### src/hw/rtl/ddo_pkg.sv
// shared types, constants and tables for the differential drive odometry block
package ddo_pkg;

    localparam int CFG_IDX_W  = 4;
    localparam int CFG_DATA_W = 16;
    localparam int SPEED_W    = 16;
    localparam int POS_W      = 32;
    localparam int ANG_W      = 16;
    localparam int TRIG_W     = 32;
    localparam int Z_W        = 34;
    localparam int ATAN_W     = 30;
    localparam int ATAN_IDX_W = 5;
    localparam int DIV_N_W    = 32;
    localparam int DIV_D_W    = 16;
    localparam int DIV_CNT_W  = 6;

    localparam logic [CFG_IDX_W-1:0] REG_TICK  = 4'd0;
    localparam logic [CFG_IDX_W-1:0] REG_WBASE = 4'd1;

    localparam logic [CFG_DATA_W-1:0] TICK_RESET  = 16'd6554;
    localparam logic [CFG_DATA_W-1:0] WBASE_RESET = 16'd3473;

    localparam logic signed [TRIG_W-1:0] INV_GAIN_Q30 = 32'sd652032874;
    localparam logic signed [TRIG_W-1:0] INV_PI_Q32   = 32'sd1367130551;

    typedef struct packed {
        logic load;
        logic step;
    } unit_ctrl_t;

    // arctangent of 2^-i in units of 2^-32 turn
    function automatic logic [ATAN_W-1:0] atan_turn(input logic [ATAN_IDX_W-1:0] i);
        logic [ATAN_W-1:0] r;
        case (i)
            5'd0:    r = 30'd536870912;
            5'd1:    r = 30'd316933406;
            5'd2:    r = 30'd167458907;
            5'd3:    r = 30'd85004756;
            5'd4:    r = 30'd42667331;
            5'd5:    r = 30'd21354465;
            5'd6:    r = 30'd10680094;
            5'd7:    r = 30'd5340245;
            5'd8:    r = 30'd2670163;
            5'd9:    r = 30'd1335087;
            5'd10:   r = 30'd667544;
            5'd11:   r = 30'd333772;
            5'd12:   r = 30'd166886;
            5'd13:   r = 30'd83443;
            5'd14:   r = 30'd41722;
            5'd15:   r = 30'd20861;
            5'd16:   r = 30'd10430;
            5'd17:   r = 30'd5215;
            5'd18:   r = 30'd2608;
            5'd19:   r = 30'd1304;
            5'd20:   r = 30'd652;
            5'd21:   r = 30'd326;
            5'd22:   r = 30'd163;
            5'd23:   r = 30'd81;
            default: r = 30'd0;
        endcase
        return r;
    endfunction

endpackage

### src/hw/rtl/ddo_div.sv
// bit-serial restoring divider for the heading change
module ddo_div (
    input  logic                          clk,
    input  logic                          rst_n,
    input  ddo_pkg::unit_ctrl_t           ctrl,
    input  logic [ddo_pkg::DIV_N_W-1:0]   numer,
    input  logic [ddo_pkg::DIV_D_W-1:0]   denom,
    output logic [ddo_pkg::ANG_W-1:0]     quotient,
    output logic                          done
);

    logic [ddo_pkg::DIV_N_W-1:0]   num_reg, num_next;
    logic [ddo_pkg::DIV_D_W-1:0]   den_reg, den_next;
    logic [ddo_pkg::DIV_D_W-1:0]   rem_reg, rem_next;
    logic [ddo_pkg::DIV_CNT_W-1:0] cnt_reg, cnt_next;

    logic [ddo_pkg::DIV_D_W:0]     rem_sh;
    logic [ddo_pkg::DIV_D_W:0]     rem_sub;
    logic                          fits;

    assign done = (cnt_reg == ddo_pkg::DIV_CNT_W'(ddo_pkg::DIV_N_W));

    assign rem_sh  = {rem_reg, num_reg[ddo_pkg::DIV_N_W-1]};
    assign rem_sub = rem_sh - {1'b0, den_reg};
    assign fits    = (rem_sh >= {1'b0, den_reg});

    always_comb
    begin
        num_next = num_reg;
        den_next = den_reg;
        rem_next = rem_reg;
        cnt_next = cnt_reg;
        if (ctrl.load)
        begin
            num_next = numer;
            den_next = denom;
            rem_next = '0;
            cnt_next = '0;
        end
        else if (ctrl.step && !done)
        begin
            // quotient bits shift in where numerator bits leave
            num_next = {num_reg[ddo_pkg::DIV_N_W-2:0], fits};
            rem_next = fits ? rem_sub[ddo_pkg::DIV_D_W-1:0] : rem_sh[ddo_pkg::DIV_D_W-1:0];
            cnt_next = cnt_reg + 1'b1;
        end
    end

    always_ff @(posedge clk or negedge rst_n)
    begin
        if (!rst_n)
        begin
            cnt_reg <= ddo_pkg::DIV_CNT_W'(ddo_pkg::DIV_N_W);
        end
        else
        begin
            cnt_reg <= cnt_next;
        end
    end

    always_ff @(posedge clk)
    begin
        num_reg <= num_next;
        den_reg <= den_next;
        rem_reg <= rem_next;
    end

    assign quotient = num_reg[ddo_pkg::ANG_W-1:0];

endmodule

### config.mk
export PLATFORM = sky130hd
export DESIGN_NAME = ddo_div
export DESIGN_NICKNAME = d
export VERILOG_FILES = /design/src/hw/rtl/ddo_pkg.sv /design/src/hw/rtl/ddo_div.sv
export SDC_FILE = /design/constraint.sdc
export NUM_CORES = 1
export LEC_CHECK = 0
export BUFFER_PORTS_ARGS = -buffer_cell sky130_fd_sc_hd__buf_2
export CORE_ASPECT_RATIO = 1.75
export CORE_MARGIN = 2
export CORE_UTILIZATION = 58
export CTS_BUF_LIST = sky130_fd_sc_hd__clkbuf_4 sky130_fd_sc_hd__clkbuf_8
export CTS_CLUSTER_SIZE = 40
export DETAILED_ROUTE_END_ITERATION = 6
export HOLD_SLACK_MARGIN = 0.05
export PLACE_DENSITY = 0.9
export SLEW_MARGIN = 20
export SYNTH_ARGS = -nofsm -noshare
export SYNTH_HDL_FRONTEND = slang
export SYNTH_SLANG_ARGS = --single-unit
### constraint.sdc
create_clock -name clk -period 3.3 [get_ports clk]
set_input_delay 0.66 -clock clk [delete_from_list [all_inputs] [get_ports clk]]
set_output_delay 0.66 -clock clk [all_outputs]
set_load 0.02 [all_outputs]
After elaboration in Yosys (flattened, before gate mapping) --
Cells that the tools add are included.
Word-level totals: register bits 70, input bits 52, output and inout port bits 17, logic and storage cells 16
Cells by class: add/subtract/negate cells 2, $lt $le $gt $ge 1, equality and inequality tests 1, multiplexer cells 5, reductions and logical operators 3
Operators with widths (count):
- two-way mux 32 bit | 2
- >= comparator 17 x 16 -> 1 bit | 1
- two-way mux 16 bit | 1
- subtractor 16 bit | 1
- two-way mux 6 bit | 2
- adder 6 x 1 -> 6 bit (second input constant) | 1
- equality test 6 bit (second input constant) | 1
- nonzero test 2 bit | 1
- logical AND 1 bit | 1
- logical NOT 1 bit | 1

Longest topological paths before layout --
Gate-level depths: netlist of run 1.
depth in word-level cells 5, mapped depth 11, mapped depth without buffers 10

Least setup slack after synthesis of run 1 --
OpenSTA, ideal clock, no wires.
path kind reg2reg, start reg cnt_reg[0] (netlist name), end reg num_reg[0] (netlist name), enable pin, setup time 0.478 ns, arrival 2.531 ns, data required time 2.822 ns, setup slack 0.291 ns, stages on the path, launching flop included 8, path buffers 1, cells stage by stage dfrtp_1 -> inv_1 -> ha_1 -> nand2_1 -> nor4_1 -> nand2b_1 -> clkbuf_1 -> nand2_1
On the way: cells in the longest elaborated chain, start to end 4
Ends and longest elaborated chain:
- start, declared | RTL line ddo_div.sv:15 | logic [ddo_pkg::DIV_CNT_W-1:0] cnt_reg, cnt_next;
- start signal, assigned | RTL line ddo_div.sv:53 | cnt_reg <= ddo_pkg::DIV_CNT_W'(ddo_pkg::DIV_N_W);
- start signal, assigned | RTL line ddo_div.sv:57 | cnt_reg <= cnt_next;
- equality test 6 bit | RTL line ddo_div.sv:21 | assign done = (cnt_reg == ddo_pkg::DIV_CNT_W'(ddo_pkg::DIV_N_W));
- via done | RTL line ddo_div.sv:9 | output logic done
- logical NOT 1 bit | RTL line ddo_div.sv:40 | else if (ctrl.step && !done)
- logical AND 1 bit | RTL line ddo_div.sv:40
- nonzero test 2 bit (no source line)
- end signal, assigned | RTL line ddo_div.sv:63 | num_reg <= num_next;
- end, declared | RTL line ddo_div.sv:12 | logic [ddo_pkg::DIV_N_W-1:0] num_reg, num_next;
The timed path passes the listed nets, and every way through them passes these cells. A chain may end at the register's enable or synchronous reset.

Final worst setup path of run 1 --
start reg den_reg[14] (netlist name), end reg rem_reg[7] (netlist name)
On the way: cells in the longest elaborated chain, start to end 2
Ends and longest elaborated chain:
- start, declared | RTL line ddo_div.sv:13 | logic [ddo_pkg::DIV_D_W-1:0] den_reg, den_next;
- start signal, assigned | RTL line ddo_div.sv:64 | den_reg <= den_next;
- >= comparator 17 x 16 -> 1 bit | RTL line ddo_div.sv:25 | assign fits = (rem_sh >= {1'b0, den_reg});
- two-way mux 16 bit | RTL line ddo_div.sv:44 | rem_next = fits ? rem_sub[ddo_pkg::DIV_D_W-1:0] : rem_sh[ddo_pkg::DIV_D_W-1:0];
- end signal, assigned | RTL line ddo_div.sv:65 | rem_reg <= rem_next;
- end, declared | RTL line ddo_div.sv:14 | logic [ddo_pkg::DIV_D_W-1:0] rem_reg, rem_next;
Every way passes these cells.

==> results of run 1 <==
worst register-to-register path: stages, from the launching register on:
cell	delay, ns
edfxtp_1	0.33
inv_1	0.04
ha_1	0.33
a21o_1	0.21
a211oi_1	0.32
o41a_1	0.34
a2111oi_4	0.08
nor2_2	0.57
nand2_1	0.15
a311oi_1	0.35
cell usage after synthesis (all sizes together) (2+ instances only):
| cell type | number |
|---|---|
| edfxtp | 48 |
| mux2 | 31 |
| nand2 | 27 |
| inv | 26 |
| buf | 22 |
| nor2 | 21 |
| ha | 18 |
| a21oi | 16 |
| dfxtp | 16 |
| o21ai | 15 |
| nand3 | 10 |
| xor2 | 10 |
| a31oi | 8 |
| clkbuf | 7 |
| and3 | 6 |
| nor2b | 6 |
| a211oi | 5 |
| a311oi | 5 |
| and2 | 5 |
| dfrtp | 5 |
| nand2b | 5 |
| nand4 | 5 |
| a21o | 4 |
| o21bai | 4 |
| o211ai | 3 |
| o21a | 3 |
| or3 | 3 |
| xnor2 | 3 |
| a2111oi | 2 |
| a31o | 2 |
| nor3 | 2 |
| nor4 | 2 |
| o22ai | 2 |
| o311ai | 2 |
| or4 | 2 |
power groups by stage:
stage	registers, mW	clock network, mW	logic [mW]
floorplan	1.06	0	0.295
global placement	1.07	0	0.367
detailed placement	1.07	0	0.379
CTS	1.06	0.647	0.384
global route	1.06	0.685	0.423
finish	1.06	0.635	0.385
how the worst max path moves through the flow:
stage	end	slack [ns]
6_report	rem_reg[7]	0.48
3_3_place_gp	rem_reg[1]	0.72
2_1_floorplan	num_reg[0]	0.29
5_1_grt	rem_reg[7]	0.31
4_1_cts	rem_reg[7]	0.51
3_5_place_dp	rem_reg[7]	0.58
logic make-up (layout without fill, tap and decap cells):
logic type / after synthesis / in the layout
AND/OR/NAND/NOR: 98 / 98
flip-flops: 70 / 70
adder cells (fa/ha/maj): 19 / 19
buffers and inverters: 55 / 114
multiplexers: 32 / 32
XOR/XNOR: 13 / 13
AO/OA/AOI/OAI: 78 / 78
metrics by stage:
stage	util	hold slack [ns]	total power, mW	setup WS (ns)	instances
final	0.675	0.122	2.08	0.479	506
after detailed placement	0.647	0.492	1.45	0.575	490
after floorplan	-	0.364	1.36	0.291	365
after global placement	0.647	0.473	1.44	0.716	490
after global routing	0.675	0.113	2.17	0.310	506
after CTS	0.675	0.116	2.09	0.513	506
cell type report:
class,count,share of cell area
well taps,82,0.0233
inverters,26,0.0221
flip-flops and latches,70,0.434
multi-input cells,240,0.396
repair buffers,72,0.0839
clock inverters,1,0.00113
clock buffers,15,0.0397
layer usage:
| metal | global-route usage | share of wire | vias to the layer above |
|---|---|---|---|
| met2 | 0.451 | 0.56 | 89 |
| met4 | 0.125 | 0.035 | 0 |
| met5 | 0 | 0 | - |
| met3 | 0.0547 | 0.041 | 29 |
| met1 | 0.271 | 0.36 | 1437 |
| li1 | - | - | 1432 |
==> summary.md, run 1 <==
| Metric | Value |
|---|---|
| Status | completed |
| Ys Warns | 0 |
| Tot GR Track Use | 0.252 |
| Nets@finish | 490 |
| Kind of critical path | flop to flop |
| Synthesized cell area | 0.00393 sq mm |
| Sequential cell area | 0.00191 sq mm |
| Leakage | 1.88 nW |
| Peak supply drop | 354 uV |
| CP max stage cell | nor2_2 |
| Aggregate routed wire length | 8650 um |
| Mapped Cells | 365 |
| Core area | 0.00654 sq mm |
| Part of the power in the clock network | 0.306 |
| Clock Latency Late Sink | 0.35 ns |
| CP max stage delay | 0.57 ns |
| Synth Area in Compound Gates | 0.137 |
| Final worst clock skew | 0.0111 ns |
| Largest family of logic cells by synthesized area | compound AO/OA/AOI/OAI gates |
| Sequential share of the synthesized area | 0.486 |
| Mux cell area share after synthesis | 0.0913 |
| Post-DP HPWL | 6360 um |
| Post-CTS Resized | 0 |
| Simple-Gate Fraction of Synth Area | 0.125 |
| Area of the multi-input gates | 0.00175 sq mm |
| Area growth, synth to finish | 12.2% |
| CTS tree | built |
| CP startpoint kind | flop |
| Number of synthesized flops with an enable pin | 48 |
| Vias | 2,987 |
| Max-slew headroom | 0.536 |
| Design Area, Final | 0.00441 sq mm |
| Worst path top cell family by delay | compound AO/OA/AOI/OAI gates |
| Detail Route Antenna Nets | 0 |
| Net Sw Frac | 0.268 |
| Combinational power share | 0.185 |
| Post-CTS Repair Setup Buffers | 0 |
| Largest net degree at the start of global routing | 38 |
| Final setup vio count | 0 |
| Hold crit path type | primary input to asynchronous set/reset pin |
| Total grt overflow | 0 |
| RSZ-0062 raised after global routing | no |
| H-Tree Depth | 3 |
| Seq pwr share | 0.509 |
| Post-layout min period | 2.82 ns |
| Clock tree buffer depth | 2 |
| Drt drc | 0 |
| Number of diodes | 0 |
| TritonRoute pass-1 iters | 4 |
| Die area | 0.00748 sq mm |
| TritonCTS buffer count | 9 |
| WL/cell | 17.1 um |
| Synth cell types | 56 |
| Critical path required time | 3.54 ns |
| Crit path DAT | 3.07 ns |
| XOR/XNOR Fraction of Synth Area | 0.0289 |
| Drt initial violations | 193 |
| Antenna violations before repair | 0 |
| Routability cong. | 0.954 |
| FILL cells | 505 |
| Largest cells by area after synthesis | edfxtp_1 (37%), mux2_2 (8.9%), dfxtp_1 (8.1%) |
| Worst setup EP type | flop |
| Cell area power density | 471 mW/mm^2 |
| Fin Setup TNS | 0 ns |
| Critical path depth in cells | 9 |
| Row count | 39 |
| Post-DP Area | 0.00423 sq mm |
| Worst R2R Start | den_reg[14] |
| FFs w/ async S/R, synth | 0.0857 |
| FF-to-FF path depth | 9 |
| Cells along the critical path | inv_1 > ha_1 > a21o_1 > a211oi_1 > o41a_1 > a2111oi_4 > nor2_2 > nand2_1 > a311oi_1 |
| Global-route wire length before repair | 14,300 um |
| Final Max Slew Viols | 0 |
| Clock Tree Root | clkbuf_8 |
| Top_reg_cell synth | edfxtp_1 |
| Critical path buffer and inverter count | 1 |
| Crit share post-route | 0.855 |
| Measured slew at the worst slew-check pin | 0.695 ns |
| Hold-fix buffers, CTS | 0 |
| Drt via density | 5.90 |
| Count of state elements after synthesis | 70 |
| Commonest non-fill, non-tap cells in the layout | buf_2 (68), edfxtp_1 (48), mux2_2 (31) |
| Syn_nets | 436 |
| Yosys top cell area share | 0.366 |
| Number of port buffers | 68 |
| Max-cap check violation count | 0 |
| Post-Synth Adder-Cell Area | 0.0623 |
| Max reg flops | 32 |
| Worst setup path startpoint | den_reg[14] |
| Avg Cell Area, Syn | 10.8 sq um |
| Cell internal pwr | 1.52 mW |
| Initial core utilization | 0.602 |
| Die width | 66.3 um |
| R2R setup slack | 0.48 ns |
| Vias in the first global route | 3,113 |
| Psw | 0.557 mW |
| Worst-path maximum fanout | 17 |
| Hold Violations, Final | 0 |
| Proportion of layout cells with a drive suffix above 1 | 0.290 |
| Worst reg2reg path endpoint | rem_reg[7] |
| Leading cell type in the layout, fill and taps excluded | buf_2 |
| Fmax achieved | 0.354 GHz |
| # IOs | 69 |
| Post-synth top area cell | edfxtp_1 |
| Die Y | 113 um |
| CTS Sinks | 70 |
| Clock slew at reported path FFs | 0.07 ns |
Power figures use the tool's default switching activity.
==> run 2, diff against run 1 <==
- BUFFER_PORTS_ARGS: -buffer_cell sky130_fd_sc_hd__buf_2 -> -buffer_cell sky130_fd_sc_hd__clkbuf_2
==> run 2 against run 1 <==
Net effect: combinational power about the same; sequential power about the same; final cell count rose by 0.20%; sequential share of layout area fell by 0.16 points; total power increased by 1.4%; die area stayed put; first-iteration DRC count fell by 31%; non-clock buffer count grew 1; clock power increased by 4.1%; fmax is 3.0% higher; worst setup slack better by 0.083 ns; register-to-register slack better by 0.08 ns; largest cell class unchanged.
==> summary.md, run 2 (synthesized netlist as in run 1, its figures left out) <==
| Metric | Value |
|---|---|
| Status | completed |
| Critical path required time | 3.57 ns |
| Number of diodes | 0 |
| TritonCTS buffer count | 9 |
| Post-layout min period | 2.74 ns |
| Measured slew at the worst slew-check pin | 0.705 ns |
| Clock Latency Late Sink | 0.36 ns |
| Die Y | 113 um |
| Post-CTS Resized | 0 |
| Routability cong. | 0.944 |
| CP max stage delay | 0.58 ns |
| Number of port buffers | 68 |
| Vias | 3,033 |
| Clock slew at reported path FFs | 0.08 ns |
| Die width | 66.3 um |
| Cells along the critical path | inv_1 > ha_1 > a21o_1 > a211oi_1 > o41a_1 > a2111oi_4 > nor2_2 > nand2_1 > a311oi_1 |
| Combinational power share | 0.183 |
| Detail Route Antenna Nets | 0 |
| Initial core utilization | 0.602 |
| Final worst clock skew | 0.0128 ns |
| Clock tree buffer depth | 2 |
| Fin Setup TNS | 0 ns |
| Max reg flops | 32 |
| Crit path DAT | 3.01 ns |
| Leakage | 1.91 nW |
| WL/cell | 17.3 um |
| Hold-fix buffers, CTS | 0 |
| Seq pwr share | 0.502 |
| Core area | 0.00654 sq mm |
| Worst-path maximum fanout | 17 |
| Final Max Slew Viols | 0 |
| Row count | 39 |
| Post-DP HPWL | 6370 um |
| Fmax achieved | 0.365 GHz |
| Aggregate routed wire length | 8780 um |
| Kind of critical path | flop to flop |
| Drt initial violations | 133 |
| Die area | 0.00748 sq mm |
| Commonest non-fill, non-tap cells in the layout | clkbuf_2 (68), edfxtp_1 (48), mux2_2 (31) |
| Final setup vio count | 0 |
| CTS Sinks | 70 |
| Drt via density | 5.98 |
| Crit share post-route | 0.830 |
| Total grt overflow | 0 |
| Global-route wire length before repair | 14,400 um |
| Critical path buffer and inverter count | 1 |
| Hold crit path type | primary input to asynchronous set/reset pin |
| Psw | 0.580 mW |
| Area growth, synth to finish | 12.6% |
| Max-slew headroom | 0.529 |
| Net Sw Frac | 0.276 |
| Worst path top cell family by delay | compound AO/OA/AOI/OAI gates |
| Proportion of layout cells with a drive suffix above 1 | 0.292 |
| Cell internal pwr | 1.52 mW |
| TritonRoute pass-1 iters | 4 |
| Worst setup EP type | flop |
| Vias in the first global route | 3,192 |
| Drt drc | 0 |
| Antenna violations before repair | 0 |
| Largest net degree at the start of global routing | 38 |
| Peak supply drop | 453 uV |
| H-Tree Depth | 3 |
| CTS tree | built |
| Part of the power in the clock network | 0.314 |
| CP max stage cell | nor2_2 |
| RSZ-0062 raised after global routing | no |
| Tot GR Track Use | 0.257 |
| Finished Core Util | 0.677 |
| Max-cap check violation count | 0 |
| Leading cell type in the layout, fill and taps excluded | clkbuf_2 |
| CP startpoint kind | flop |
| # IOs | 69 |
| Nets@finish | 491 |
| Cell area power density | 475 mW/mm^2 |
| Clock Tree Root | clkbuf_8 |
| Hold Violations, Final | 0 |
| Post-CTS Repair Setup Buffers | 0 |
| FILL cells | 504 |
==> run 2: changes by cell type in the layout (fill, tap and decap cells not counted), sizes merged <==
cell and delta:
buf -67, clkbuf +66, clkinv +1, inv +1
==> run 2: power by group through the flow <==
| stage | Sequential [mW] | Clock (mW) | Combinational (mW) |
|---|---|---|---|
| after CTS | 1.06 | 0.672 | 0.384 |
| after global routing | 1.06 | 0.699 | 0.426 |
| after detailed placement | 1.07 | 0 | 0.380 |
| after floorplan | 1.06 | 0 | 0.295 |
| final | 1.06 | 0.661 | 0.386 |
| after global placement | 1.07 | 0 | 0.367 |
==> run 2: worst reg2reg max path: cells and delay by family, from the launching register on <==
| family | cells | cell delay (ns) |
|---|---|---|
| AND/OR/NAND/NOR | 2 | 0.70 |
| flip-flops | 1 | 0.32 |
| buffers and inverters | 1 | 0.04 |
| adder cells (fa/ha/maj) | 1 | 0.33 |
| AO/OA/AOI/OAI | 5 | 1.26 |
==> run 2: stage by stage <==
stage | hold slack, ns | instance area (sq um) | total power [mW] | setup slack [ns] | instances
detailed placement | 0.492 | 4240 | 1.45 | 0.577 | 491
global placement | 0.474 | 4240 | 1.44 | 0.714 | 491
finish | 0.102 | 4430 | 2.10 | 0.561 | 507
CTS | 0.0912 | 4430 | 2.11 | 0.572 | 507
floorplan | 0.364 | 3930 | 1.36 | 0.291 | 365
global route | 0.0980 | 4430 | 2.19 | 0.331 | 507
==> run 2: final timing paths <==
| kind | cells past startpoint | endpoint | from | slack (ns) |
|---|---|---|---|---|
| max | 9 | rem_reg[10] | den_reg[14] | 0.56 |
| max reg2reg | 9 | rem_reg[10] | den_reg[14] | 0.56 |
| min | 1 | cnt_reg[3] | rst_n | 0.10 |
| min reg2reg | 2 | rem_reg[10] | rem_reg[9] | 0.50 |
| max in group asynchronous | 1 | cnt_reg[5] | rst_n | 2.98 |
| min in group clk | 1 | den_reg[11] | denom[11] | 0.47 |
==> run 2: area by class of cell <==
| type | count | area (sq um) | area share |
|---|---|---|---|
| Clock inverter | 3 | 16.3 | 0.00367 |
| Tap cell | 82 | 103 | 0.0232 |
| Clock buffer | 13 | 173 | 0.0390 |
| Multi-Input combinational cell | 240 | 1750 | 0.395 |
| Inverter | 26 | 97.6 | 0.0220 |
| Timing Repair Buffer | 73 | 378 | 0.0853 |
| Sequential cell | 70 | 1910 | 0.432 |
==> run 2: layer usage <==
layer	share of wire	vias up	GRT usage	routed length (um)
met5	0	-	0	0
met3	0.048	43	0.0656	422
met1	0.37	1431	0.278	3230
li1	-	1438	-	-
met4	0.060	0	0.189	523
met2	0.52	121	0.423	4600
