**config.mk**
```make
export PLATFORM = sky130hd
export DESIGN_NAME = ddo_cordic
export DESIGN_NICKNAME = d
export VERILOG_FILES = /design/src/hw/rtl/ddo_pkg.sv /design/src/hw/rtl/ddo_cordic.sv
export SDC_FILE = /design/constraint.sdc
export NUM_CORES = 1
export LEC_CHECK = 0
export ABC_CLOCK_PERIOD_IN_PS = 19800
export BUFFER_PORTS_ARGS = -buffer_cell sky130_fd_sc_hd__buf_2
export CAP_MARGIN = 10
export CORE_AREA = 2 2 164 166
export CTS_CLUSTER_DIAMETER = 50
export CTS_CLUSTER_SIZE = 25
export DETAILED_ROUTE_END_ITERATION = 7
export DIE_AREA = 0 0 166 168
export PLACE_DENSITY = 0.85
export SETUP_SLACK_MARGIN = 0.3
export SLEW_MARGIN = 10
export SYNTH_ARGS = -nofsm -noshare
export SYNTH_HDL_FRONTEND = slang
export SYNTH_SLANG_ARGS = --single-unit
export TNS_END_PERCENT = 10
```
**constraint.sdc**
```tcl
create_clock -name clk -period 19.8 [get_ports clk]
set_clock_uncertainty 0.2 [all_clocks]
set_input_delay 3.96 -clock clk [delete_from_list [all_inputs] [get_ports clk]]
set_output_delay 3.96 -clock clk [all_outputs]
set_load 0.05 [all_outputs]
```
**src/hw/rtl/ddo_pkg.sv**
```systemverilog
// shared types, constants and tables for the differential drive odometry block
package ddo_pkg;

    localparam int CFG_IDX_W  = 4;
    localparam int CFG_DATA_W = 16;
    localparam int SPEED_W    = 16;
    localparam int POS_W      = 32;
    localparam int ANG_W      = 16;
    localparam int TRIG_W     = 32;
    localparam int Z_W        = 34;
    localparam int ATAN_W     = 30;
    localparam int ATAN_IDX_W = 5;
    localparam int DIV_N_W    = 32;
    localparam int DIV_D_W    = 16;
    localparam int DIV_CNT_W  = 6;

    localparam logic [CFG_IDX_W-1:0] REG_TICK  = 4'd0;
    localparam logic [CFG_IDX_W-1:0] REG_WBASE = 4'd1;

    localparam logic [CFG_DATA_W-1:0] TICK_RESET  = 16'd6554;
    localparam logic [CFG_DATA_W-1:0] WBASE_RESET = 16'd3473;

    localparam logic signed [TRIG_W-1:0] INV_GAIN_Q30 = 32'sd652032874;
    localparam logic signed [TRIG_W-1:0] INV_PI_Q32   = 32'sd1367130551;

    typedef struct packed {
        logic load;
        logic step;
    } unit_ctrl_t;

    // arctangent of 2^-i in units of 2^-32 turn
    function automatic logic [ATAN_W-1:0] atan_turn(input logic [ATAN_IDX_W-1:0] i);
        logic [ATAN_W-1:0] r;
        case (i)
            5'd0:    r = 30'd536870912;
            5'd1:    r = 30'd316933406;
            5'd2:    r = 30'd167458907;
            5'd3:    r = 30'd85004756;
            5'd4:    r = 30'd42667331;
            5'd5:    r = 30'd21354465;
            5'd6:    r = 30'd10680094;
            5'd7:    r = 30'd5340245;
            5'd8:    r = 30'd2670163;
            5'd9:    r = 30'd1335087;
            5'd10:   r = 30'd667544;
            5'd11:   r = 30'd333772;
            5'd12:   r = 30'd166886;
            5'd13:   r = 30'd83443;
            5'd14:   r = 30'd41722;
            5'd15:   r = 30'd20861;
            5'd16:   r = 30'd10430;
            5'd17:   r = 30'd5215;
            5'd18:   r = 30'd2608;
            5'd19:   r = 30'd1304;
            5'd20:   r = 30'd652;
            5'd21:   r = 30'd326;
            5'd22:   r = 30'd163;
            5'd23:   r = 30'd81;
            default: r = 30'd0;
        endcase
        return r;
    endfunction

endpackage

```
**src/hw/rtl/ddo_cordic.sv**
```systemverilog
// iterative rotation-mode cordic giving cosine and sine of the heading in q30
module ddo_cordic #(
    parameter int STEPS = 16
) (
    input  logic                                clk,
    input  logic                                rst_n,
    input  ddo_pkg::unit_ctrl_t                 ctrl,
    input  logic [ddo_pkg::ANG_W-1:0]           angle,
    output logic signed [ddo_pkg::TRIG_W-1:0]   cos_q30,
    output logic signed [ddo_pkg::TRIG_W-1:0]   sin_q30,
    output logic                                done
);

    localparam int IDX_W = $clog2(STEPS + 1);

    logic signed [ddo_pkg::TRIG_W-1:0] x_reg, x_next;
    logic signed [ddo_pkg::TRIG_W-1:0] y_reg, y_next;
    logic signed [ddo_pkg::Z_W-1:0]    z_reg, z_next;
    logic [IDX_W-1:0]                  idx_reg, idx_next;

    logic                              fold;
    logic [ddo_pkg::ANG_W-1:0]         angle_fold;
    logic signed [ddo_pkg::TRIG_W-1:0] x_sh;
    logic signed [ddo_pkg::TRIG_W-1:0] y_sh;
    logic signed [ddo_pkg::Z_W-1:0]    atan_z;

    assign done = (idx_reg == IDX_W'(STEPS));

    // second and third quadrants rotate by a half turn
    assign fold       = angle[ddo_pkg::ANG_W-1] ^ angle[ddo_pkg::ANG_W-2];
    assign angle_fold = {angle[ddo_pkg::ANG_W-1] ^ fold, angle[ddo_pkg::ANG_W-2:0]};

    assign x_sh   = x_reg >>> idx_reg;
    assign y_sh   = y_reg >>> idx_reg;
    assign atan_z = $signed({4'b0000,
                             ddo_pkg::atan_turn(ddo_pkg::ATAN_IDX_W'(idx_reg))});

    always_comb
    begin
        x_next   = x_reg;
        y_next   = y_reg;
        z_next   = z_reg;
        idx_next = idx_reg;
        if (ctrl.load)
        begin
            x_next   = ddo_pkg::INV_GAIN_Q30;
            y_next   = '0;
            z_next   = $signed({{2{angle_fold[ddo_pkg::ANG_W-1]}}, angle_fold, 16'h0000});
            idx_next = '0;
        end
        else if (ctrl.step && !done)
        begin
            if (!z_reg[ddo_pkg::Z_W-1])
            begin
                x_next = x_reg - y_sh;
                y_next = y_reg + x_sh;
                z_next = z_reg - atan_z;
            end
            else
            begin
                x_next = x_reg + y_sh;
                y_next = y_reg - x_sh;
                z_next = z_reg + atan_z;
            end
            idx_next = idx_reg + 1'b1;
        end
    end

    always_ff @(posedge clk or negedge rst_n)
    begin
        if (!rst_n)
        begin
            idx_reg <= IDX_W'(STEPS);
        end
        else
        begin
            idx_reg <= idx_next;
        end
    end

    always_ff @(posedge clk)
    begin
        x_reg <= x_next;
        y_reg <= y_next;
        z_reg <= z_next;
    end

    assign cos_q30 = x_reg;
    assign sin_q30 = y_reg;

endmodule

```
After elaboration in Yosys (flattened, before gate mapping) --
Memory sizes are Yosys's and may differ from the RTL's. Index checks and enable logic that the tools add are counted.
Word-level totals: input port bits 20, register bits 103, memories kept 1, ROM bits 960
Operators by class: multiplexer cells 7, equal/unequal tests 1, bitwise logic cells 2, shift-type cells 2, $add $sub $neg 7, reductions and logical operators 3
Memory list:
- (no name shown) | depth 32, width 30, read ports 1, clocked after Yosys merged registers in 0, wr ports 0, RTL line ddo_pkg.sv:34 | case (i)
Operators with widths (count):
- 34-bit 2-to-1 mux | 3
- 32-bit adder | 2
- 32-bit 2-to-1 mux | 2
- 32-bit by 5-bit >>> shifter with 32-bit output | 2
- 32-bit subtractor | 2
- 34-bit by 31-bit adder with 34-bit output | 1
- 34-bit by 31-bit subtractor with 34-bit output | 1
- 5-bit 2-to-1 mux | 2
- 5-bit by 1-bit adder with 5-bit output, second input constant | 1
- 5-bit equality test, second input constant | 1
- 2-bit nonzero test | 1
- 1-bit bitwise XOR | 2
- 1-bit logical AND | 1
- 1-bit zero test | 1

Logic depth before layout (Yosys ltp) --
Gate-level depths: netlist (run 1).
depth in word-level cells 5, mapped depth 33

Least setup slack after synthesis (run 1) --
OpenSTA, ideal clock, no wires.
path kind reg-to-output, start point reg idx_reg[0], end point out done, data required time 15.640 ns, cell stages (with the launch flop) 10, arrival time 2.636 ns, buffers on the path 5, path slack 13.004 ns, cell sequence dfrtp_1 > buf_4 > buf_4 > inv_2 > buf_2 > buf_1 > ha_1 > clkbuf_1 > nand2_1 > inv_1
On the way: longest elaborated chain between the ends 1
Ends and longest elaborated chain:
- from (decl) | RTL line ddo_cordic.sv:19 | logic [IDX_W-1:0] idx_reg, idx_next;
- from (signal assigned) | RTL line ddo_cordic.sv:73 | idx_reg <= IDX_W'(STEPS);
- from (signal assigned) | RTL line ddo_cordic.sv:77 | idx_reg <= idx_next;
- 5-bit equality test | RTL line ddo_cordic.sv:27 | assign done = (idx_reg == IDX_W'(STEPS));
- to (decl) | RTL line ddo_cordic.sv:11 | output logic done
No other way between the ends.

Final worst setup path (run 1) --
start point reg idx_reg[1], end point reg x_reg, in the netlist cos_q30[28]
On the way: longest elaborated chain between the ends 3, elaborated cells on any way between the ends 7, classes of those cells add/sub: 2; eq/ne: 1; shift: 1; mux: 1; reduce/logical: 2
Ends and longest elaborated chain:
- 32-bit by 5-bit >>> shifter with 32-bit output / 5-bit equality test (equally long branches) | RTL line ddo_cordic.sv:34, ddo_cordic.sv:27
- 32-bit subtractor (tied with other cells) | RTL line ddo_cordic.sv:55 | x_next = x_reg - y_sh;
- 32-bit 2-to-1 mux / 1-bit logical AND (equally long branches) | RTL line ddo_cordic.sv:53, ddo_cordic.sv:51
- to (signal assigned) | RTL line ddo_cordic.sv:83 | x_reg <= x_next;
- to (decl) | RTL line ddo_cordic.sv:16 | logic signed [ddo_pkg::TRIG_W-1:0] x_reg, x_next;
Parallel ways exist; a longest one is shown, timed or not. A chain may end at the register's enable or synchronous reset.

==> results.md, run 1 <==
* Run status: finished clean
* Area delta synth->final at 4.19%
* # hold bufs at CTS at 0
* Fmax at 123 MHz
* Seq/Total Area, Yosys at 14.7%
* Row count at 60
* Period utilisation layout at 40.9%
* Area leader, netlist: dfxtp_1
* IO buf count at 83
* Multi-input logic area at 0.0124 mm²
* Pins Over Slew Limit at 0
* Period minus WS final at 8.11 ns
* Number of I/O pins at 85
* Critical path endpoint: cos_q30[28]
* H-tree levels at 3
* Layer with the highest usage: met2
* Largest family of logic cells by synthesized area: compound AO/OA/AOI/OAI gates
* NumNets Final at 2,074
* Register area at 0.00228 mm²
* Layout cells sized above 1 at 13.7%
* Flop2flop setup slack at 11.69 ns
* Worst R2R Start: idx_reg[1]
* Least-Margin Pin Slew at 1.09 ns
* FILL cells at 2,352
* Full die area at 0.0279 mm²
* Simple-gate portion of the synthesized area at 18.3%
* Hold Path Class: reg -> reg
* First-pass GRT wire length at 82,300 µm
* Inserted Clock Buffers at 9
* Core Area at 0.0264 mm²
* Number of global-route vias before repair at 14,900
* Grt total ovfl at 0
* Largest net degree at the start of global routing at 79
* Post-Synth Adder-Cell Area at 9.10%
* Final Setup Violations at 0
* Top-area cell type share of the netlist area at 10.3%
* PwrDens at 177 mW/mm²
* All-Layer GR Usage at 36.4%
* Syn_nets at 2,090
* # Max-Cap Violations at 0
* Gp weighted congestion at 1.06
* Met2 Resource Use GR at 61.1%
* WL/cell at 22.9 µm
* Number of diodes at 0
* Pleak at 6.75 nW
* DP Wirelength at 38,800 µm
* Post-Layout Cell Count at 2,290
* Design area at 0.0161 mm²
* Top FF cell, synth: dfxtp_1
* Hold path cells at 2
* Starting Density at 58.8%
* Post-synth cell types at 100
* EDFF count, synth at 18
* TNS Setup at 0 ns
* Root Driver: clkbuf_16
* RR Endpoint: cos_q30[28]
* Asr flop ratio synth at 4.85%
* Mux cell area share after synthesis at 16.8%
* Bufs on Longest Clock Path at 2
* Setup crit start: idx_reg[1]
* Post-synthesis compound-gate area fraction at 26.4%
* Initial antenna violation count at 1
* Setup crit start kind: flop
* M3 GR Usage at 5.22%
* Placed insts at 2,274
* CP arrival at 8.13 ns
* YS warnings at 0
* Worst-skew pair later-pin latency at 0.38 ns
* Worst EP required at 19.82 ns
* Sink Count at 103
* Crit Path Category: reg -> reg
* Fin. Hold Viols at 0
* Die boundary width at 166 µm
* Crit path max fanout at 65
* Routed WL at 52,500 µm
* Placed instance area at 0.0158 mm²
* Via count at 16,000
* Setup bufs post-CTS at 0
* Detail Route Antenna Nets at 0
* Worst VDD drop at 0.126 mV
* Post-route DRC at 0
* Die Height at 168 µm
* Reg2Reg Depth at 19
* GR Util met1 at 47.1%
* Number of synthesized register bits at 103
* RSZ-0062 raised after global routing: no
* Average size of a mapped cell at 7.90 µm²
* Gate Count Post-Synth at 1,960
* Vias per cell at 7.00
* DRT Pass-1 Iters at 8
* CTS tree: yes
* CP Capture Type: flop
* Relative slew slack at 26.8%
* Max reg flops at 34
* Top post-synthesis cells by area: dfxtp_1 10%, mux4_2 9.0%, ha_1 8.6%, a21oi_1 6.4%, nand2_1 5.7%
* Reg clk slew, reported paths at 0.08 ns
* Post-Syn Area at 0.0155 mm²
* Post-CTS resize count at 0
* XOR/XNOR Fraction of Synth Area at 9.59%
* Initial drt markers at 2,056
-- metal layers --
layer / share of wire [%] / wire length (µm)
met1: 40 / 20800
met2: 47 / 24500
met3: 9.2 / 4860
met4: 4.4 / 2290
met5: 0 / 0
-- through the flow --
| stage | hold WS [ns] | util [%] | worst slack [ns] | power [W] |
|---|---|---|---|---|
| finish | 0.259 | 61.2 | 11.69 | 0.00285 |
| global route | 0.281 | 61.2 | 11.27 | 0.00306 |
| CTS | 0.262 | 61.2 | 11.94 | 0.00280 |
| detailed placement | 0.252 | 60.1 | 11.96 | 0.00259 |
| global placement | 0.245 | 60.1 | 12.05 | 0.00252 |
| floorplan | 0.236 | - | 13.00 | 0.00211 |
-- worst min-delay path by stage --
stage	start	end	slack, ns
2_1_floorplan	z_reg[11]	z_reg[11]	0.24
6_report	z_reg[5]	z_reg[5]	0.26
3_3_place_gp	z_reg[5]	z_reg[5]	0.24
4_1_cts	z_reg[5]	z_reg[5]	0.26
3_5_place_dp	z_reg[5]	z_reg[5]	0.25
5_1_grt	z_reg[5]	z_reg[5]	0.28
-- power by group --
part | total, W | internal [W] | switching (W) | leakage, nW
clock network | 0.000199 | 0.000100 | 0.0000991 | 0.146
registers | 0.000427 | 0.000286 | 0.000141 | 0.910
logic | 0.00223 | 0.000903 | 0.00132 | 5.70
-- worst max-delay path: stages, from the launching register on --
cell	delay, ns
dfrtp_4	0.99
buf_4	0.80
mux2_2	0.46
a22oi_1	0.33
o22ai_1	0.16
a2111oi_1	0.90
and3_1	0.39
nor3b_2	0.37
a21oi_1	0.14
xor2_1	0.18
ha_1	0.37
a21o_1	0.19
a221o_1	0.36
a221oi_1	0.75
o311ai_0	0.33
a41o_1	0.34
a21o_1	0.19
a21oi_1	0.18
xor2_1	0.15
o21ai_0	0.08
-- layout by cell type, fill, tap and decap left out, types with 19 or more instances in the layout --
| cell | n |
|---|---|
| a211oi_1 | 31 |
| nor2_1 | 167 |
| buf_2 | 83 |
| a21oi_1 | 198 |
| ha_1 | 107 |
| mux2_2 | 46 |
| and3_1 | 26 |
| nand2_1 | 236 |
| o21ai_0 | 106 |
| nand3_1 | 27 |
| nand2b_1 | 22 |
| mux4_2 | 62 |
| mux2i_1 | 60 |
| a22oi_1 | 19 |
| a31oi_1 | 32 |
| inv_1 | 38 |
| nor3_1 | 35 |
| dfxtp_1 | 80 |
| a21o_1 | 51 |
| xor2_1 | 75 |
| xnor2_1 | 92 |
-- Yosys cell counts, types with 9 or more instances --
cell      count
mux4_2       62
a31oi_1      32
nor3_1       35
buf_2        28
o22ai_1      15
clkbuf_1     69
ha_1        107
o31ai_1      15
a221oi_1     14
mux2i_1      60
inv_1        38
and3_1       26
nand4_1       9
buf_1        15
o21bai_1     13
o21a_1       13
nor2_1      167
dfxtp_1      80
xor2_1       75
xnor2_1      92
a22oi_1      19
a21o_1       51
and2_1       18
nor2b_1      19
o21ai_0     106
nand2_1     237
o211ai_1     18
nand2b_1     22
a21oi_1     198
a211oi_1     31
edfxtp_1     18
mux2_2       46
or3_1        11
nand3_1      27
-- final cells by class --
| type | count | share of cell area, % |
|---|---|---|
| flip-flops and latches | 103 | 14.1 |
| clock buffers | 9 | 1.40 |
| multi-input cells | 1687 | 76.9 |
| inverters | 42 | 0.977 |
| clock inverters | 7 | 0.489 |
| well taps | 341 | 2.65 |
| repair buffers | 101 | 3.41 |
-- cell families after synthesis --
| group | after synthesis |
|---|---|
| AND/OR/NAND/NOR | 614 |
| flip-flops | 103 |
| XOR/XNOR | 168 |
| buffers and inverters | 170 |
| adder cells (fa/ha/maj) | 111 |
| AO/OA/AOI/OAI | 623 |
| multiplexers | 171 |
Note: power is estimated with default switching activity, not from simulation.
==> run 2: changes to the inputs <==
- ABC_AREA: unset -> 1
- ABC_CLOCK_PERIOD_IN_PS: 19800 -> 6600
- CORE_AREA: 2 2 164 166 -> 2 2 162 164
- DIE_AREA: 0 0 166 168 -> 0 0 164 166
- PLACE_DENSITY: 0.85 -> 0.86
- clock period: 19.8 -> 6.6 ns (I/O delays scaled with it)
==> results.md, run 2 <==
* Run status: finished clean
* Largest net degree at the start of global routing at 75 (-5.1%)
* Root Driver: clkbuf_16
* Crit Path Category: reg -> reg
* Hold WS at 0.278 ns (+0.0184 ns)
* Worst-skew pair later-pin latency at 0.37 ns (about the same)
* Top-area cell type share of the netlist area at 20.5% (+10 points)
* Die boundary width at 164 µm (-1.2%)
* Full die area at 0.0272 mm² (-2.4%)
* Setup crit start kind: flop
* Sink Count at 103 (unchanged)
* Design area at 0.0155 mm² (-4.0%)
* Worst EP required at 6.71 ns (-13.11 ns)
* Gp weighted congestion at 1.02 (-3.9%)
* Sw Pwr at 0.00505 W (+220%)
* NumNets Final at 2,686 (+30%)
* Initial antenna violation count at 0 (-1)
* Commonest non-fill, non-tap cell in the layout: nand2_1
* TNS Setup at 0 ns (unchanged)
* Seq pwr share at 14.2% (-0.8 points)
* Most common cell in the netlist: nand2_1
* Post-route DRC at 0 (unchanged)
* Number of diodes at 0 (unchanged)
* CP arrival at 5.97 ns (-2.16 ns)
* Hold Path Class: reg -> reg
* Period utilisation layout at 88.7% (+48 points)
* Post-synth cell types at 55 (-45%)
* Number of global-route vias before repair at 16,000 (+6.9%)
* Met3 WL post-DR at 5260 µm (+8.2%)
* Int Power at 0.00331 W (+160%)
* Row count at 59 (-1.7%)
* Starting Density at 57.2% (-1.6 points)
* Number of I/O pins at 85 (unchanged)
* Highest Signal Layer: met4
* Average size of a mapped cell at 5.77 µm² (-27%)
* Inserted Clock Buffers at 9 (unchanged)
* Via count at 17,500 (+8.9%)
* Switching share of power at 60.4% (+5.6 points)
* Die Height at 166 µm (-1.2%)
* Comb pwr share at 78.7% (+0.6 points)
* Crit path max fanout at 33 (-49%)
* Placed insts at 2,880 (+27%)
* Number of synthesized register bits at 103 (unchanged)
* Routed WL at 50,400 µm (-4.0%)
* Worst VDD drop at 0.394 mV (+210%)
* Fmax at 171 MHz (+38%)
* Syn_nets at 2,667 (+28%)
* DP Wirelength at 39,300 µm (+1.4%)
* RSZ-0062 raised after global routing: no
* H-tree levels at 3 (unchanged)
* Detail Route Antenna Nets at 0 (unchanged)
* Asr flop ratio synth at 4.85% (unchanged)
* First-pass GRT wire length at 80,700 µm (-1.9%)
* All-Layer GR Usage at 36.7% (+0.30 points)
* Most frequent cells in the layout: 799 x nand2_1, 314 x nand3_1, 222 x inv_1
* Fin. Hold Viols at 0 (unchanged)
* Register area at 0.00227 mm² (-0.38%)
* Max reg flops at 34 (unchanged)
* Setup bufs post-CTS at 0 (unchanged)
* Pleak at 8.06 nW (+19%)
* Placed instance area at 0.0152 mm² (-4.1%)
* Layout cells sized above 1 at 7.38% (-6.3 points)
* Grt total ovfl at 0 (unchanged)
* Pins Over Slew Limit at 0 (unchanged)
* Post-Syn Area at 0.0146 mm² (-5.4%)
* Post-Layout Cell Count at 2,896 (+26%)
* Area delta synth->final at 5.76%
* Area leader, netlist: nand2_1
* Gate Count Post-Synth at 2,537 (+29%)
* Multi-input logic area at 0.0110 mm² (-11%)
* Least-Margin Pin Slew at 1.02 ns (-0.0763 ns)
* EDFF count, synth at 18 (unchanged)
* Core Area at 0.0256 mm² (-2.8%)
* Initial drt markers at 2,104 (+2.3%)
* Period minus WS final at 5.86 ns (-2.25 ns)
* WL/cell at 17.4 µm (-24%)
* Clk network pwr share at 7.0% (about the same)
* Reg clk slew, reported paths at 0.09 ns (about the same)
* # Max-Cap Violations at 0 (unchanged)
* CP Capture Type: flop
* PwrDens at 539 mW/mm² (+200%)
* YS warnings at 0 (unchanged)
* Top post-synthesis cells by area: nand2_1 20%, dfxtp_1 11%, nand3_1 11%, ha_1 9.1%, inv_1 5.7%
* Top FF cell, synth: dfxtp_1
* Most frequent cells after synthesis: 799 x nand2_1, 314 x nand3_1, 223 x inv_1
* Bufs on Longest Clock Path at 2 (unchanged)
* CTS tree: yes
* Final Setup Violations at 0 (unchanged)
* M1 WL at 20,800 µm (-0.31%)
* Vias per cell at 6.03 (-14%)
* Met2 WL at 21,700 µm (-11%)
* Seq/Total Area, Yosys at 15.5% (+0.83 points)
* FILL cells at 2,551 (+8.5%)
* DRT Pass-1 Iters at 6 (-2)
* Relative slew slack at 31.9% (+5.2 points)
* IO buf count at 83 (unchanged)
## run 2: changes by cell type in the layout (fill, tap and decap cells not counted), sizes merged, moves of 58 or more
cell   previous run  this run
o21ai           106       169
nand3            27       322
inv              43       240
mux4             65         0
nand2           237       810
mux2i            60         0
nor2            167       225
## run 2: metal layers
metal / vias up / GRT usage (%)
li1: 8465 / -
met1: 7845 / 49.8
met2: 979 / 56.8
met3: 166 / 5.82
met4: 0 / 17.4
met5: - / 0
## run 2: worst max-delay path: stages (launching register included)
cell and delay [ns]:
dfrtp_2 0.40, buf_4 0.24, inv_4 0.36, buf_4 0.39, nand3_1 0.24, nand3_1 0.16
nand2_1 0.08, nand2_1 0.08, nand3_1 0.07, nand2_1 0.12, inv_1 0.07, ha_1 0.24
nor2_1 0.12, xor2_1 0.30, ha_1 0.25, nand3_1 0.09, nand2_1 0.11, a31oi_1 0.11
o21ai_0 0.42, a21boi_1 0.24, o21ai_0 0.32, nand2_1 0.17, o21ai_0 0.55, nand2_1 0.14
nand2_1 0.09, a21oi_1 0.06, a21oi_1 0.16
## run 2: final cells by class
cell class                 count  share of cell area (%)
timing repair buffer         109                    3.94
tap                          335                    2.71
sequential                   103                    14.7
inverter                     239                    5.84
clock inverter                 7                   0.468
clock buffer                   9                    1.45
multi-input combinational   2094                    70.9
## run 2: through the flow
step,setup slack [ns],utilization (%),power [W]
after detailed placement,0.649,59.3,0.00758
after global routing,0.344,60.5,0.00913
final,0.744,60.5,0.00835
after floorplan,2.08,-,0.00603
after CTS,0.649,60.4,0.00820
after global placement,0.795,59.3,0.00744
## run 2: repair_timing
action	in CTS	in global routing
hold endpoints to repair	0	0
gates resized for setup	0	7
hold buffers	0	0
setup endpoints to repair	0	7
## run 2: power groups by stage
| stage | sequential (W) | combinational, W | clock, W |
|---|---|---|---|
| floorplan | 0.00157 | 0.00446 | 0 |
| global placement | 0.00118 | 0.00626 | 0 |
| detailed placement | 0.00119 | 0.00639 | 0 |
| CTS | 0.00117 | 0.00643 | 0.000587 |
| global route | 0.00121 | 0.00732 | 0.000604 |
| finish | 0.00119 | 0.00658 | 0.000589 |
## run 2: path summary, 6_finish.rpt
check                           start     endpoint  slack, ns  depth (start not counted)
setup / recovery           idx_reg[1]  cos_q30[26]       0.74                         26
hold / removal              z_reg[11]    z_reg[11]       0.28                          2
setup reg to reg           idx_reg[1]  cos_q30[26]       0.74                         26
hold reg to reg             z_reg[11]    z_reg[11]       0.28                          2
max in group asynchronous       rst_n   idx_reg[4]       5.40                          1
min in group asynchronous       rst_n   idx_reg[3]       0.56                          1
## run 2: logic make-up after synthesis
kind of cell / count (synthesis) / synth area share [%]
AO/OA/AOI/OAI: 437 / 16.8
XOR/XNOR: 133 / 7.95
AND/OR/NAND/NOR: 1414 / 40.5
flip-flops: 103 / 15.5
buffers and inverters: 340 / 9.64
adder cells (fa/ha/maj): 110 / 9.55
==> run 3: changes to the inputs <==
- HOLD_SLACK_MARGIN: unset -> 0.12
- PLACE_DENSITY: 0.86 -> 0.77
==> results.md, run 3 (synthesis results as in run 2) <==
* Run status: finished clean
* CTS tree: yes
* Hold Path Class: reg -> reg
* Max reg flops at 34 (unchanged)
* H-tree levels at 3 (unchanged)
* Critical path endpoint: sin_q30[31]
* Setup crit start: idx_reg[1]
* Period minus WS final at 5.74 ns (-0.112 ns)
* Routed WL at 49,700 µm (-1.4%)
* Die Height at 166 µm (unchanged)
* Vias per cell at 5.92 (-1.7%)
* Starting Density at 57.2% (unchanged)
* Core Util, Final at 60.5% (unchanged)
* Bufs on Longest Clock Path at 2 (unchanged)
* Most used cell, CP: nand2_1
* Worst-skew pair later-pin latency at 0.38 ns (about the same)
* RSZ-0062 raised after global routing: no
* Setup ws final at 0.855 ns (+0.112 ns)
* Crit path max fanout at 34 (+3.0%)
* Flop2flop setup slack at 0.86 ns (+0.11 ns)
* Placed instance area at 0.0152 mm² (about the same)
* Hold path cells at 2 (unchanged)
* Largest net degree at the start of global routing at 75 (unchanged)
* Row count at 59 (unchanged)
* Setup crit start kind: flop
* Initial antenna violation count at 0 (unchanged)
* Design area at 0.0155 mm² (unchanged)
* Number of global-route vias before repair at 15,600 (-2.3%)
* Number of diodes at 0 (unchanged)
* Crit Path Category: reg -> reg
* WP buf/inv at 3 (-1)
* Pleak at 8.07 nW (about the same)
* Detail Route Antenna Nets at 0 (unchanged)
* CP arrival at 5.82 ns (-0.15 ns)
* Period utilisation layout at 87.0% (-1.7 points)
* Root Driver: clkbuf_16
* Full die area at 0.0272 mm² (unchanged)
* Grt total ovfl at 0 (unchanged)
* Pre-CTS setup slack at 0.940 ns (+0.291 ns)
* Number of I/O pins at 85 (unchanged)
* Area delta synth->final at 5.76% (unchanged)
* Inserted Clock Buffers at 9 (unchanged)
* DRT Pass-1 Iters at 6 (unchanged)
* FILL cells at 2,603 (+2.0%)
* Pins Over Slew Limit at 0 (unchanged)
* Via count at 17,200 (-1.7%)
* Initial drt markers at 1,721 (-18%)
* Least-Margin Pin Slew at 0.954 ns (-0.0629 ns)
* Die boundary width at 164 µm (unchanged)
* First-pass GRT wire length at 78,500 µm (-2.7%)
* CP top delay family: simple AND/OR/NAND/NOR gates
* Final Setup Violations at 0 (unchanged)
* Layout cells sized above 1 at 7.34% (-0.042 points)
* Worst EP required at 6.68 ns (-0.03 ns)
* Reg2Reg Depth at 29 (+12%)
* IO buf count at 83 (unchanged)
* PwrDens at 533 mW/mm² (-1.1%)
* Post-Layout Cell Count at 2,897 (+0.035%)
* RR Endpoint: sin_q30[31]
* Gp weighted congestion at 1.01 (-0.90%)
* CP Capture Type: flop
* Worst R2R Start: idx_reg[1]
* All-Layer GR Usage at 36.1% (-0.68 points)
* Most frequent cells in the layout: 799 x nand2_1, 314 x nand3_1, 222 x inv_1
* WL/cell at 17.1 µm (-1.5%)
* Reg clk slew, reported paths at 0.09 ns (about the same)
* Sink Count at 103 (unchanged)
* DP Wirelength at 39,300 µm (-0.10%)
* Relative slew slack at 36.4% (+4.4 points)
* Slowest-stage cell, CP: inv_2
* Crit-path max cell delay at 0.46 ns (-0.09 ns)
* CP Depth at 29 (+12%)
* Commonest non-fill, non-tap cell in the layout: nand2_1
* TNS Setup at 0 ns (unchanged)
* Fmax at 174 MHz (+1.9%)
* Fin. Hold Viols at 0 (unchanged)
* # hold bufs at CTS at 0 (unchanged)
* NumNets Final at 2,687 (+0.037%)
* Core Area at 0.0256 mm² (unchanged)
* Placed insts at 2,881 (+0.035%)
* Post-route DRC at 0 (unchanged)
* # Max-Cap Violations at 0 (unchanged)
* Setup bufs post-CTS at 0 (unchanged)
* Worst VDD drop at 0.410 mV (+3.9%)
* Post-CTS resize count at 0 (unchanged)
[run 3: changes by cell type in the layout (fill, tap and decap cells not counted), sizes merged]
cell | previous run | this run
buf | 109 | 110
clkinvlp | 1 | 0
clkinv | 5 | 6
[run 3: cell type report]
cell class / instances / area [µm²] / share of cell area, %
Multi-Input combinational cell: 2094 / 11000 / 70.9
Sequential cell: 103 / 2270 / 14.7
Inverter: 239 / 900 / 5.81
Timing Repair Buffer: 110 / 618 / 3.99
Tap cell: 335 / 419 / 2.71
Clock buffer: 9 / 225 / 1.45
Clock inverter: 7 / 75.1 / 0.485
[run 3: routing by layer]
metal	GRT usage, %	part of all wire, %
met1	47.7	43
met2	56.2	44
met3	7.32	9.0
met4	16.7	4.7
met5	0	0
[run 3: how the worst min path moves through the flow]
stage | from | end | slack, ns
detailed placement | z_reg[10] | z_reg[10] | 0.26
global placement | z_reg[12] | z_reg[12] | 0.25
floorplan | z_reg[10] | z_reg[10] | 0.23
finish | z_reg[12] | z_reg[12] | 0.28
CTS | z_reg[10] | z_reg[10] | 0.28
global route | z_reg[2] | z_reg[2] | 0.32
[run 3: report_power, final]
part	switching [W]	internal, W	leakage (nW)	total (W)
clock network	0.000313	0.000270	0.148	0.000583
registers	0.000318	0.000871	0.912	0.00119
logic	0.00433	0.00216	7.01	0.00649
[run 3: tightest hold or removal path, delay by kind of cell, from the launching register on]
family	cells	cell delay (ns)
DFF	1	0.35
and+or+nand+nor	1	0.05
AOI/OAI and AO/OA	1	0.05
[run 3: per-stage QoR]
stage | hold WS, ns | total power, W
floorplan | 0.235 | 0.00603
global placement | 0.248 | 0.00741
detailed placement | 0.258 | 0.00753
CTS | 0.279 | 0.00815
global route | 0.316 | 0.00906
finish | 0.277 | 0.00826
